## config.mk

```make
export PLATFORM = sky130hd
export DESIGN_NAME = imh_key_cmp
export DESIGN_NICKNAME = d
export VERILOG_FILES = /design/src/assert_macros.svh /design/src/imh_pkg.sv /design/src/imh_key_cmp.sv
export SDC_FILE = /design/constraint.sdc
export NUM_CORES = 1
export LEC_CHECK = 0
export ABC_AREA = 1
export BUFFER_PORTS_ARGS = -buffer_cell sky130_fd_sc_hd__buf_2
export CAP_MARGIN = 20
export CORE_MARGIN = 1.5
export CORE_UTILIZATION = 44
export DETAILED_ROUTE_END_ITERATION = 8
export PLACE_DENSITY_LB_ADDON = 0.3
export SLEW_MARGIN = 20
export SYNTH_ARGS = -nofsm -noshare
export SYNTH_HDL_FRONTEND = slang
export SYNTH_SLANG_ARGS = --single-unit
```

## constraint.sdc

```tcl
create_clock -name vclk -period 1.9
set_input_delay 0.19 -clock vclk [all_inputs]
set_output_delay 0.19 -clock vclk [all_outputs]
set_load 0.1 [all_outputs]
```

## src/assert_macros.svh

```systemverilog
// assertion macros shared by the heap core
// relies on signals named clock and reset in the module that uses them
`ifndef ASSERT_MACROS_SVH
`define ASSERT_MACROS_SVH

// same-cycle implication, checked outside reset
`define ASSERT_IMPL(label, cond, prop) \
   label: assert property (@(posedge clock) disable iff (reset) (cond) |-> (prop)) \
      else $error("%m: check failed");

// next-cycle implication, checked outside reset
`define ASSERT_NEXT(label, cond, prop) \
   label: assert property (@(posedge clock) disable iff (reset) (cond) |=> (prop)) \
      else $error("%m: check failed");

`endif

```

## src/imh_pkg.sv

```systemverilog
// shared constants, payload structs and control types of the indexed min-heap core
// no dependencies
`timescale 1ns / 1ps
`default_nettype none

package imh_pkg;

   localparam int NUM_ENTRIES = 1024;
   localparam int KEY_W       = 24;
   localparam int ID_W        = 10;
   localparam int ACT_W       = 11;
   localparam int REQ_W       = 2;

   localparam logic [KEY_W-1:0] KEY_INF      = '1;
   localparam logic [ACT_W-1:0] ACTIVE_RESET = 11'd1024;

   typedef enum logic [REQ_W-1:0] {
      OP_INIT    = 2'd0,
      OP_SET_KEY = 2'd1,
      OP_POP     = 2'd2,
      OP_PEEK    = 2'd3
   } op_type;

   typedef struct packed {
      logic [REQ_W-1:0] req_type;
      logic [ID_W-1:0]  entry_id;
      logic [KEY_W-1:0] new_key;
   } req_item_type;

   typedef struct packed {
      logic [ID_W-1:0]  top_id;
      logic [KEY_W-1:0] top_key;
      logic             top_is_infinite;
   } rsp_item_type;

   typedef enum logic [2:0] {
      ST_IDLE,
      ST_INIT,
      ST_SK_LOOK,
      ST_UP_CMP,
      ST_DN_PICK,
      ST_DN_MOVE,
      ST_PLACE,
      ST_DONE
   } state_type;

   // source of the slot written in a cycle
   typedef enum logic [2:0] {
      W_NONE,
      W_INIT,
      W_CUR,
      W_UP,
      W_DN
   } wsel_type;

   // operand pair of the shared key comparator
   typedef enum logic [1:0] {
      CMP_UP,
      CMP_KIDS,
      CMP_MOVE
   } cmp_sel_type;

   // read address of the slot memories
   typedef enum logic [1:0] {
      RA_ROOT,
      RA_LOOK,
      RA_UP,
      RA_KIDS
   } rsel_type;

   typedef struct packed {
      logic        accept;
      logic        init_step;
      logic        look;
      logic        up_move;
      logic        dn_pick;
      logic        dn_move;
      logic        finish;
      wsel_type    wsel;
      cmp_sel_type cmp_sel;
      rsel_type    rsel;
   } ctrl_type;

   typedef struct packed {
      op_type req_op;
      logic   heap_empty;
      logic   id_ok;
      logic   root_has_kid;
      logic   init_last;
      logic   slot_ok;
      logic   slot_zero;
      logic   par_zero;
      logic   kid_ok;
      logic   cmp_gt;
   } status_type;

endpackage

`default_nettype wire

```

## src/imh_key_cmp.sv

```systemverilog
// shared key comparator with operand selection
// depends on imh_pkg for key width and operand select codes
`timescale 1ns / 1ps
`default_nettype none

module imh_key_cmp (
   input  imh_pkg::cmp_sel_type         sel,
   input  logic [imh_pkg::KEY_W-1:0]    rd_a_key,
   input  logic [imh_pkg::KEY_W-1:0]    rd_b_key,
   input  logic [imh_pkg::KEY_W-1:0]    cur_key,
   input  logic [imh_pkg::KEY_W-1:0]    ch_key,
   output logic                         gt
);

   logic [imh_pkg::KEY_W-1:0] op_a;
   logic [imh_pkg::KEY_W-1:0] op_b;

   always_comb begin
      case (sel)
         imh_pkg::CMP_UP: begin
            op_a = rd_a_key;
            op_b = cur_key;
         end
         imh_pkg::CMP_KIDS: begin
            op_a = rd_a_key;
            op_b = rd_b_key;
         end
         imh_pkg::CMP_MOVE: begin
            op_a = cur_key;
            op_b = ch_key;
         end
         default: begin
            op_a = '0;
            op_b = '0;
         end
      endcase
   end

   assign gt = op_a > op_b;

endmodule

`default_nettype wire

```

==> impl_metrics.yaml <==
sta:
  finalCritPeriodShare_pct: 112.3
  finalSetupTns_ps: -233.2
  setup_slack_ps: -233.2
  finalHoldViolations: 0
  holdWs_ps: 1227
  worst_pin_slew_ps: 257.6
  grt_setup_unrepaired: "true"
  max-slew-margin-rel_pct: 82.83
  layout_min_cycle_time_ps: 2133
  max_freq_mhz: 468.8
  finalMaxSlewViolations: 0
  setup_violations: 1
worst_setup_path:
  cp.arrival_ps: 1940
  critPathCaptureType: "primary output"
  crit_required_ps: 1710
  critPathKind: "input port to primary output"
  crit_fanout: 6
  cp-start-kind: "input port"
grt:
  grt_overflow: 0
  grt_max_degree: 25
  grt_pass1_vias: 1728
  grt_use_total_pct: 23.81
  antenna_found_initial: 0
  grt_pass1_wl_um: 6879
floorplan:
  initial_utilization_pct: 45.83
  die_y_um: 59.16
  fp.dieArea_um2: 3499
  num_rows: 20
  io-pin-count: 99
  fp.dieW_um: 59.16
  core_area_um2: 3028
synthesis:
  netlist.area_leader.share_pct: 21.64
  yosys.area.top_type: "ha_1"
  ys_seq_area_share_pct: 0
  synth_nets: 348
  synth_cell_types: 19
  synthesis.area_um2: 1388
  yosysMostFrequentCell: "nand2_1"
  yosysWarnings: 0
  synthTopCellsByArea: "ha_1 (22%), a221oi_2 (21%), nand2_1 (15%)"
  synth_area_per_cell_um2: 6.140
  synthesis.instances: 226
  synth_common_cells: "nand2_1 (55), inv_1 (34), nor2_1 (34), ha_1 (24), o21ai_1 (20)"
placed_design:
  dp_slack_ps: -315.2
  dpl.hpwl_um: 3331
  io_buffers: 99
  place_congestion: 0.8072
  place_area_um2: 2088
routing:
  detail-route-antenna-nets: 0
  drc_errors: 0
  wire_per_inst_um: 10.76
  routed-via-count: 1869
  vias_per_cell: 4.997
  wirelength_um: 4026
  first_pass_iters: 4
  drtIter0Drc: 76
min_path:
  hold_path_class: "input port to primary output"
finish:
  fin_nets: 454
  stdcell_area_um2: 2198
  final.fill_count: 263
  diodes: 0
  regArea_um2: 0
  drive_above_1_share_pct: 48.79
  seq_cells: 0
  syn2layout_area_growth_pct: 58.43
  clock_buffers: 0
power:
  power.total_mw: 0.5875
  p_leak_nw: 1.217
  ir_worst_vdd_v: 0.0001659
  power_density_nw_per_um2: 267.2
run_status:
  violations: "negative setup slack"
  outcome: "finished with violations"
flow_run:
  maxCapViolCount: 0
clocking:
  hold_buffers: 0
==> cells by family (layout without fill, tap and decap cells) <==
kind of cell | Yosys count | after routing | share of synthesized area (%)
AND/OR/NAND/NOR | 94 | 94 | 26.60
AO/OA/AOI/OAI | 60 | 60 | 36.97
buffers and inverters | 48 | 152 | 14.79
adder cells (fa/ha/maj) | 24 | 24 | 21.64
==> per-stage QoR <==
stage               utilization [%]  instances
finish                        72.60        374
global route                  72.60        374
CTS                           72.23        374
detailed placement            68.97        372
global placement              68.97        372
floorplan                         -        226
==> worst paths after layout <==
kind                   startpoint  to  slack [ps]  cells after the start
worst max-delay path       sel[1]  gt        -230                     13
worst min-delay path  rd_b_key[0]  gt        1230                      8
==> what timing repair did <==
| item | in CTS | in global routing |
|---|---|---|
| resized for setup | 21 | 3 |
| pin swaps | 14 | 2 |
| buffers inserted | 1 | 0 |
| hold endpoints to repair | 0 | 0 |
| endpoints found under the setup margin | 1 | 1 |
| gates cloned | 1 | 0 |
==> critical path: stages <==
cell	delay, ps
buf_4	130
inv_6	60
nor2_4	50
buf_6	130
buf_16	130
a221oi_2	250
ha_1	280
a21o_1	190
nor2_2	100
a21oi_2	70
nor2_2	140
nor2_4	60
buf_12	160
==> routing by layer <==
layer	vias to the layer above	part of all wire, %	global-route usage, %
li1	980	-	-
met1	823	44	30.67
met2	66	50	46.35
met3	0	5.8	0.4367
met4	0	0	0.3247
met5	-	0	0
==> final cells by class <==
type               instances  area (µm²)  share of cell area (%)
inverters                 38       147.6                   6.716
well taps                 44       55.05                   2.504
multi-input cells        178        1267                   57.66
repair buffers           114       728.2                   33.12
==> power breakdown <==
group,internal [mW],switching (mW)
Clock,0,0
Sequential,0,0
Combinational,0.285,0.302
Total,0.285,0.302
==> layout by cell type (no fill, tap or decap), drive strengths merged <==
cell type	synthesis	routed
and2	1	1
nor2	35	35
nand4	2	2
a21oi	9	9
nand3	1	1
o211ai	1	1
ha	24	24
a221oi	23	23
a21o	2	2
o21ai	25	25
nand2	55	55
buf	8	114
inv	38	38
(Power assumes the default switching activity.)
