### src/assert_macros.svh
// assertion macros shared by the heap core
// relies on signals named clock and reset in the module that uses them
`ifndef ASSERT_MACROS_SVH
`define ASSERT_MACROS_SVH

// same-cycle implication, checked outside reset
`define ASSERT_IMPL(label, cond, prop) \
   label: assert property (@(posedge clock) disable iff (reset) (cond) |-> (prop)) \
      else $error("%m: check failed");

// next-cycle implication, checked outside reset
`define ASSERT_NEXT(label, cond, prop) \
   label: assert property (@(posedge clock) disable iff (reset) (cond) |=> (prop)) \
      else $error("%m: check failed");

`endif

### src/imh_pkg.sv
// shared constants, payload structs and control types of the indexed min-heap core
// no dependencies
`timescale 1ns / 1ps
`default_nettype none

package imh_pkg;

   localparam int NUM_ENTRIES = 1024;
   localparam int KEY_W       = 24;
   localparam int ID_W        = 10;
   localparam int ACT_W       = 11;
   localparam int REQ_W       = 2;

   localparam logic [KEY_W-1:0] KEY_INF      = '1;
   localparam logic [ACT_W-1:0] ACTIVE_RESET = 11'd1024;

   typedef enum logic [REQ_W-1:0] {
      OP_INIT    = 2'd0,
      OP_SET_KEY = 2'd1,
      OP_POP     = 2'd2,
      OP_PEEK    = 2'd3
   } op_type;

   typedef struct packed {
      logic [REQ_W-1:0] req_type;
      logic [ID_W-1:0]  entry_id;
      logic [KEY_W-1:0] new_key;
   } req_item_type;

   typedef struct packed {
      logic [ID_W-1:0]  top_id;
      logic [KEY_W-1:0] top_key;
      logic             top_is_infinite;
   } rsp_item_type;

   typedef enum logic [2:0] {
      ST_IDLE,
      ST_INIT,
      ST_SK_LOOK,
      ST_UP_CMP,
      ST_DN_PICK,
      ST_DN_MOVE,
      ST_PLACE,
      ST_DONE
   } state_type;

   // source of the slot written in a cycle
   typedef enum logic [2:0] {
      W_NONE,
      W_INIT,
      W_CUR,
      W_UP,
      W_DN
   } wsel_type;

   // operand pair of the shared key comparator
   typedef enum logic [1:0] {
      CMP_UP,
      CMP_KIDS,
      CMP_MOVE
   } cmp_sel_type;

   // read address of the slot memories
   typedef enum logic [1:0] {
      RA_ROOT,
      RA_LOOK,
      RA_UP,
      RA_KIDS
   } rsel_type;

   typedef struct packed {
      logic        accept;
      logic        init_step;
      logic        look;
      logic        up_move;
      logic        dn_pick;
      logic        dn_move;
      logic        finish;
      wsel_type    wsel;
      cmp_sel_type cmp_sel;
      rsel_type    rsel;
   } ctrl_type;

   typedef struct packed {
      op_type req_op;
      logic   heap_empty;
      logic   id_ok;
      logic   root_has_kid;
      logic   init_last;
      logic   slot_ok;
      logic   slot_zero;
      logic   par_zero;
      logic   kid_ok;
      logic   cmp_gt;
   } status_type;

endpackage

`default_nettype wire

### src/imh_seq.sv
// sequencer of the heap core: init sweep, sift-up and sift-down steps
// depends on imh_pkg for state, status and control types
`timescale 1ns / 1ps
`default_nettype none

module imh_seq (
   input  logic                 clock,
   input  logic                 reset,
   input  logic                 start,
   input  imh_pkg::status_type  status,
   output logic                 busy,
   output imh_pkg::ctrl_type    ctrl
);

   imh_pkg::state_type state_ff;
   imh_pkg::state_type state_in;

   always_ff @(posedge clock) begin
      if (reset) begin
         state_ff <= imh_pkg::ST_IDLE;
      end else begin
         state_ff <= state_in;
      end
   end

   // next state
   always_comb begin
      state_in = state_ff;
      case (state_ff)
         imh_pkg::ST_IDLE: begin
            if (start) begin
               case (status.req_op)
                  imh_pkg::OP_INIT: state_in = imh_pkg::ST_INIT;
                  imh_pkg::OP_SET_KEY: begin
                     state_in = status.id_ok ? imh_pkg::ST_SK_LOOK : imh_pkg::ST_DONE;
                  end
                  imh_pkg::OP_POP: begin
                     if (status.heap_empty) begin
                        state_in = imh_pkg::ST_DONE;
                     end else if (status.root_has_kid) begin
                        state_in = imh_pkg::ST_DN_PICK;
                     end else begin
                        state_in = imh_pkg::ST_PLACE;
                     end
                  end
                  default: state_in = imh_pkg::ST_DONE;
               endcase
            end
         end
         imh_pkg::ST_INIT: begin
            if (status.init_last) begin
               state_in = imh_pkg::ST_DONE;
            end
         end
         imh_pkg::ST_SK_LOOK: begin
            if (!status.slot_ok) begin
               state_in = imh_pkg::ST_DONE;
            end else if (status.slot_zero) begin
               state_in = imh_pkg::ST_PLACE;
            end else begin
               state_in = imh_pkg::ST_UP_CMP;
            end
         end
         imh_pkg::ST_UP_CMP: begin
            if (!status.cmp_gt) begin
               state_in = imh_pkg::ST_DONE;
            end else if (status.par_zero) begin
               state_in = imh_pkg::ST_PLACE;
            end
         end
         imh_pkg::ST_DN_PICK: state_in = imh_pkg::ST_DN_MOVE;
         imh_pkg::ST_DN_MOVE: begin
            if (!status.cmp_gt) begin
               state_in = imh_pkg::ST_DONE;
            end else if (status.kid_ok) begin
               state_in = imh_pkg::ST_DN_PICK;
            end else begin
               state_in = imh_pkg::ST_PLACE;
            end
         end
         imh_pkg::ST_PLACE: state_in = imh_pkg::ST_DONE;
         imh_pkg::ST_DONE: state_in = imh_pkg::ST_IDLE;
         default: state_in = imh_pkg::ST_IDLE;
      endcase
   end

   // control outputs
   always_comb begin
      ctrl = '0;
      ctrl.wsel = imh_pkg::W_NONE;
      ctrl.cmp_sel = imh_pkg::CMP_UP;
      ctrl.rsel = imh_pkg::RA_ROOT;
      case (state_ff)
         imh_pkg::ST_IDLE: begin
            ctrl.accept = start;
            ctrl.rsel = imh_pkg::RA_ROOT;
         end
         imh_pkg::ST_INIT: begin
            ctrl.wsel = imh_pkg::W_INIT;
            ctrl.init_step = 1'b1;
         end
         imh_pkg::ST_SK_LOOK: begin
            ctrl.look = 1'b1;
            ctrl.rsel = imh_pkg::RA_LOOK;
         end
         imh_pkg::ST_UP_CMP: begin
            ctrl.cmp_sel = imh_pkg::CMP_UP;
            ctrl.rsel = imh_pkg::RA_UP;
            if (status.cmp_gt) begin
               ctrl.wsel = imh_pkg::W_UP;
               ctrl.up_move = 1'b1;
            end else begin
               ctrl.wsel = imh_pkg::W_CUR;
            end
         end
         imh_pkg::ST_DN_PICK: begin
            ctrl.cmp_sel = imh_pkg::CMP_KIDS;
            ctrl.dn_pick = 1'b1;
         end
         imh_pkg::ST_DN_MOVE: begin
            ctrl.cmp_sel = imh_pkg::CMP_MOVE;
            ctrl.rsel = imh_pkg::RA_KIDS;
            if (status.cmp_gt) begin
               ctrl.wsel = imh_pkg::W_DN;
               ctrl.dn_move = 1'b1;
            end else begin
               ctrl.wsel = imh_pkg::W_CUR;
            end
         end
         imh_pkg::ST_PLACE: ctrl.wsel = imh_pkg::W_CUR;
         imh_pkg::ST_DONE: ctrl.finish = 1'b1;
         default: ctrl.finish = 1'b0;
      endcase
   end

   assign busy = state_ff != imh_pkg::ST_IDLE;

endmodule

`default_nettype wire

### config.mk
export PLATFORM = sky130hd
export DESIGN_NAME = imh_seq
export DESIGN_NICKNAME = d
export VERILOG_FILES = /design/src/assert_macros.svh /design/src/imh_pkg.sv /design/src/imh_seq.sv
export SDC_FILE = /design/constraint.sdc
export NUM_CORES = 1
export LEC_CHECK = 0
export BUFFER_PORTS_ARGS = -buffer_cell sky130_fd_sc_hd__buf_2
export CAP_MARGIN = 10
export CORE_AREA = 2 2 39 41
export CTS_CLUSTER_DIAMETER = 60
export CTS_CLUSTER_SIZE = 25
export DETAILED_ROUTE_END_ITERATION = 10
export DIE_AREA = 0 0 41 43
export SETUP_SLACK_MARGIN = 0.1
export SYNTH_ARGS = -nofsm -noshare
export SYNTH_HDL_FRONTEND = slang
export SYNTH_SLANG_ARGS = --single-unit
### constraint.sdc
create_clock -name clock -period 1.7 [get_ports clock]
set_clock_uncertainty 0.05 [all_clocks]
set_input_delay 0.17 -clock clock [delete_from_list [all_inputs] [get_ports clock]]
set_output_delay 0.17 -clock clock [all_outputs]
set_load 0.02 [all_outputs]
==> metrics.csv <==
stage;metric;value;unit
clock_network;Clock Tree Buf Depth;2;
synthesis;Unique masters post-synth;34;
clock_network;CTS clk-pin slew, worst paths;0.03;ns
clock_network;CTS tree;yes;
global_routing;Overflow after GRT;0;
clock_network;post_cts resized;3;
worst_setup_path;crit path kind;register to primary output;
clock_network;Worst-Skew Late Latency;0.24;ns
synthesis;asr flop ratio synth;0;%
route;DR WL/cell;9.802;um
final_layout;final instance area;594.3;sq um
global_routing;first-pass GRT wire length;1.497;mm
final_layout;non-filler cells in the finished layout;101;
route;DRT antenna net count;0;
timing;final worst path period need;1.492;ns
timing;Final Setup Violations;0;
final_layout;max FFs per register;3;
timing;max-slew violation count;0;
synthesis;register bit total from synthesis;3;
timing;FMAX;0.6703;GHz
min_path;HP Start;reset;
route;final wirelength;990;um
final_layout;commonest non-fill, non-tap cell in the layout;buf_2;
synthesis;post-synthesis sequential area ratio;14.46;%
clock_network;clock sink total;3;
place;Final HPWL DP;805.5;um
die;Die Wd;41;um
clock_network;clock buffer count from CTS;3;
synthesis;Synth Instances;56;
route;vias per inst;4.901;
die;initial core utilization;30.02;%
timing;setup slack after layout;0.2080;ns
synthesis;syn_area_per_cell;7.418;sq um
final_layout;Final nets;100;
place;dpl cell area;553.0;sq um
worst_setup_path;type of origin of the critical path;register;
synthesis;Syn Std Cell Area;415.4;sq um
timing;Slew HR;65.38;%
worst_setup_path;CP required;1.48;ns
pwr;maximum vdd drop;760.1;uV
route;DR DRC count;0;
job;Max Cap Viol;0;
worst_setup_path;largest fanout on the critical path;11;
timing;WHS;0.1400;ns
die;num ports;29;
worst_setup_path;WP data arrival;1.27;ns
place;IO buf count;28;
global_routing;vias in the first global route;366;
pwr;pwr dens;1554;nW/um^2
worst_setup_path;Critical Path Start;state_ff[0]$_SDFFE_PP0P_;
clock_network;Post-CTS Setup Inserts;0;
global_routing;Tot GR Track Use;12.75;%
place;placed cell count;97;
synthesis;yosys warns;0;
global_routing;largest net degree at the start of global routing;16;
place;dpl ws;0.1835;ns
timing;Tcrit/Tclk final;87.76;%
route;DR vias;495;
place;GPL Wtd Cong;0.7329;
route;First DRT Iteration DRCs;5;
timing;final hold violation count;0;
timing;unrepaired setup endpoints after global routing;no;
outcome;outcome;complete, no violations;
die;die area;1763;sq um
clock_network;Root Driver;clkbuf_4;
clock_network;hold_buf cts;0;
pwr;Leakage;0.3126;nW
final_layout;Layout Utilization;42.95;%
pwr;Pwr Total;0.9234;mW
final_layout;area grow syn2layout;43.07;%
final_layout;share of layout cells above drive strength 1;56.47;%
final_layout;diodes inserted;0;
synthesis;syn_nets;70;
die;die extent in y;43;um
final_layout;most frequent cells in the layout;buf_2 (28), o21ai_0 (5), nor2_1 (4);
timing;Slew @ Worst Pin;0.5062;ns
die;row count;14;
final_layout;top flop regs;state_ff: 3 flops;
worst_setup_path;CP endpoint kind;primary output;
synthesis;Post-synth EDFFs;0;
timing;setup TNS;0;ns
clock_network;Max H-tree Level;1;
final_layout;most flop-heavy register;state_ff;
min_path;Hold Crit Class;input port to register;
synthesis;top_reg_cell synth;dfxtp_1;
die;Core ar.;1384;sq um
worst_setup_path;Critical R2R Launch;state_ff[0]$_SDFFE_PP0P_;
route;Pre-Repair DR Iteration Count;3;
global_routing;initial antenna violation count;0;
## layout make-up
class	instances	area [sq um]
Clock buffer	4	26.28
Fill cell	150	789.5
Inverter	4	15.01
Multi-Input combinational cell	44	307.8
Sequential cell	3	66.31
Tap cell	16	20.02
Timing Repair Buffer	30	158.9
## cell usage after synthesis, types with 2 or more instances
master	instances	area share, %
dfxtp_1	3	14
nor3_1	3	3.6
nand2_1	3	2.7
xor2_1	2	4.2
inv_1	3	2.7
and3_2	2	3.6
nor2_1	4	3.6
a21oi_1	3	3.6
nand2b_1	2	3.0
and2_1	3	4.5
o21ai_0	5	6.0
## critical path: stages, from the launching register on
cell and delay (ns):
dfxtp_4 0.36, buf_4 0.16, nand2b_1 0.17, o21ai_0 0.15, buf_2 0.18
## cells by family after synthesis
family / count (synthesis) / share of synthesized area [%]
AOI/OAI and AO/OA: 15 / 25.30
xor gates and xnor gates: 2 / 4.218
adders and majority gates: 1 / 2.410
buffers and inverters: 9 / 13.85
DFF: 3 / 14.46
and+or+nand+nor: 26 / 39.76
## power breakdown
group	internal [mW]	switching [mW]
registers	0.110	0.0790
logic	0.257	0.347
clock network	0.0883	0.0423
total	0.455	0.468
## layer usage
metal	up-vias	wire length (um)	GRT usage [%]
li1	255	-	-
met1	211	424	16.08
met3	6	74	1.571
met4	0	37	12.00
met5	-	0	0
met2	23	454	17.50
## path summary, 6_finish.rpt
check	end	slack, ns	cells after the start
max	ctrl[0]	0.21	4
min	state_ff[0]$_SDFFE_PP0P_	0.14	3
min reg2reg	state_ff[2]$_SDFFE_PP0P_	0.56	2
max reg2reg	state_ff[0]$_SDFFE_PP0P_	0.32	4
Note: power is estimated with default switching activity, not from simulation.
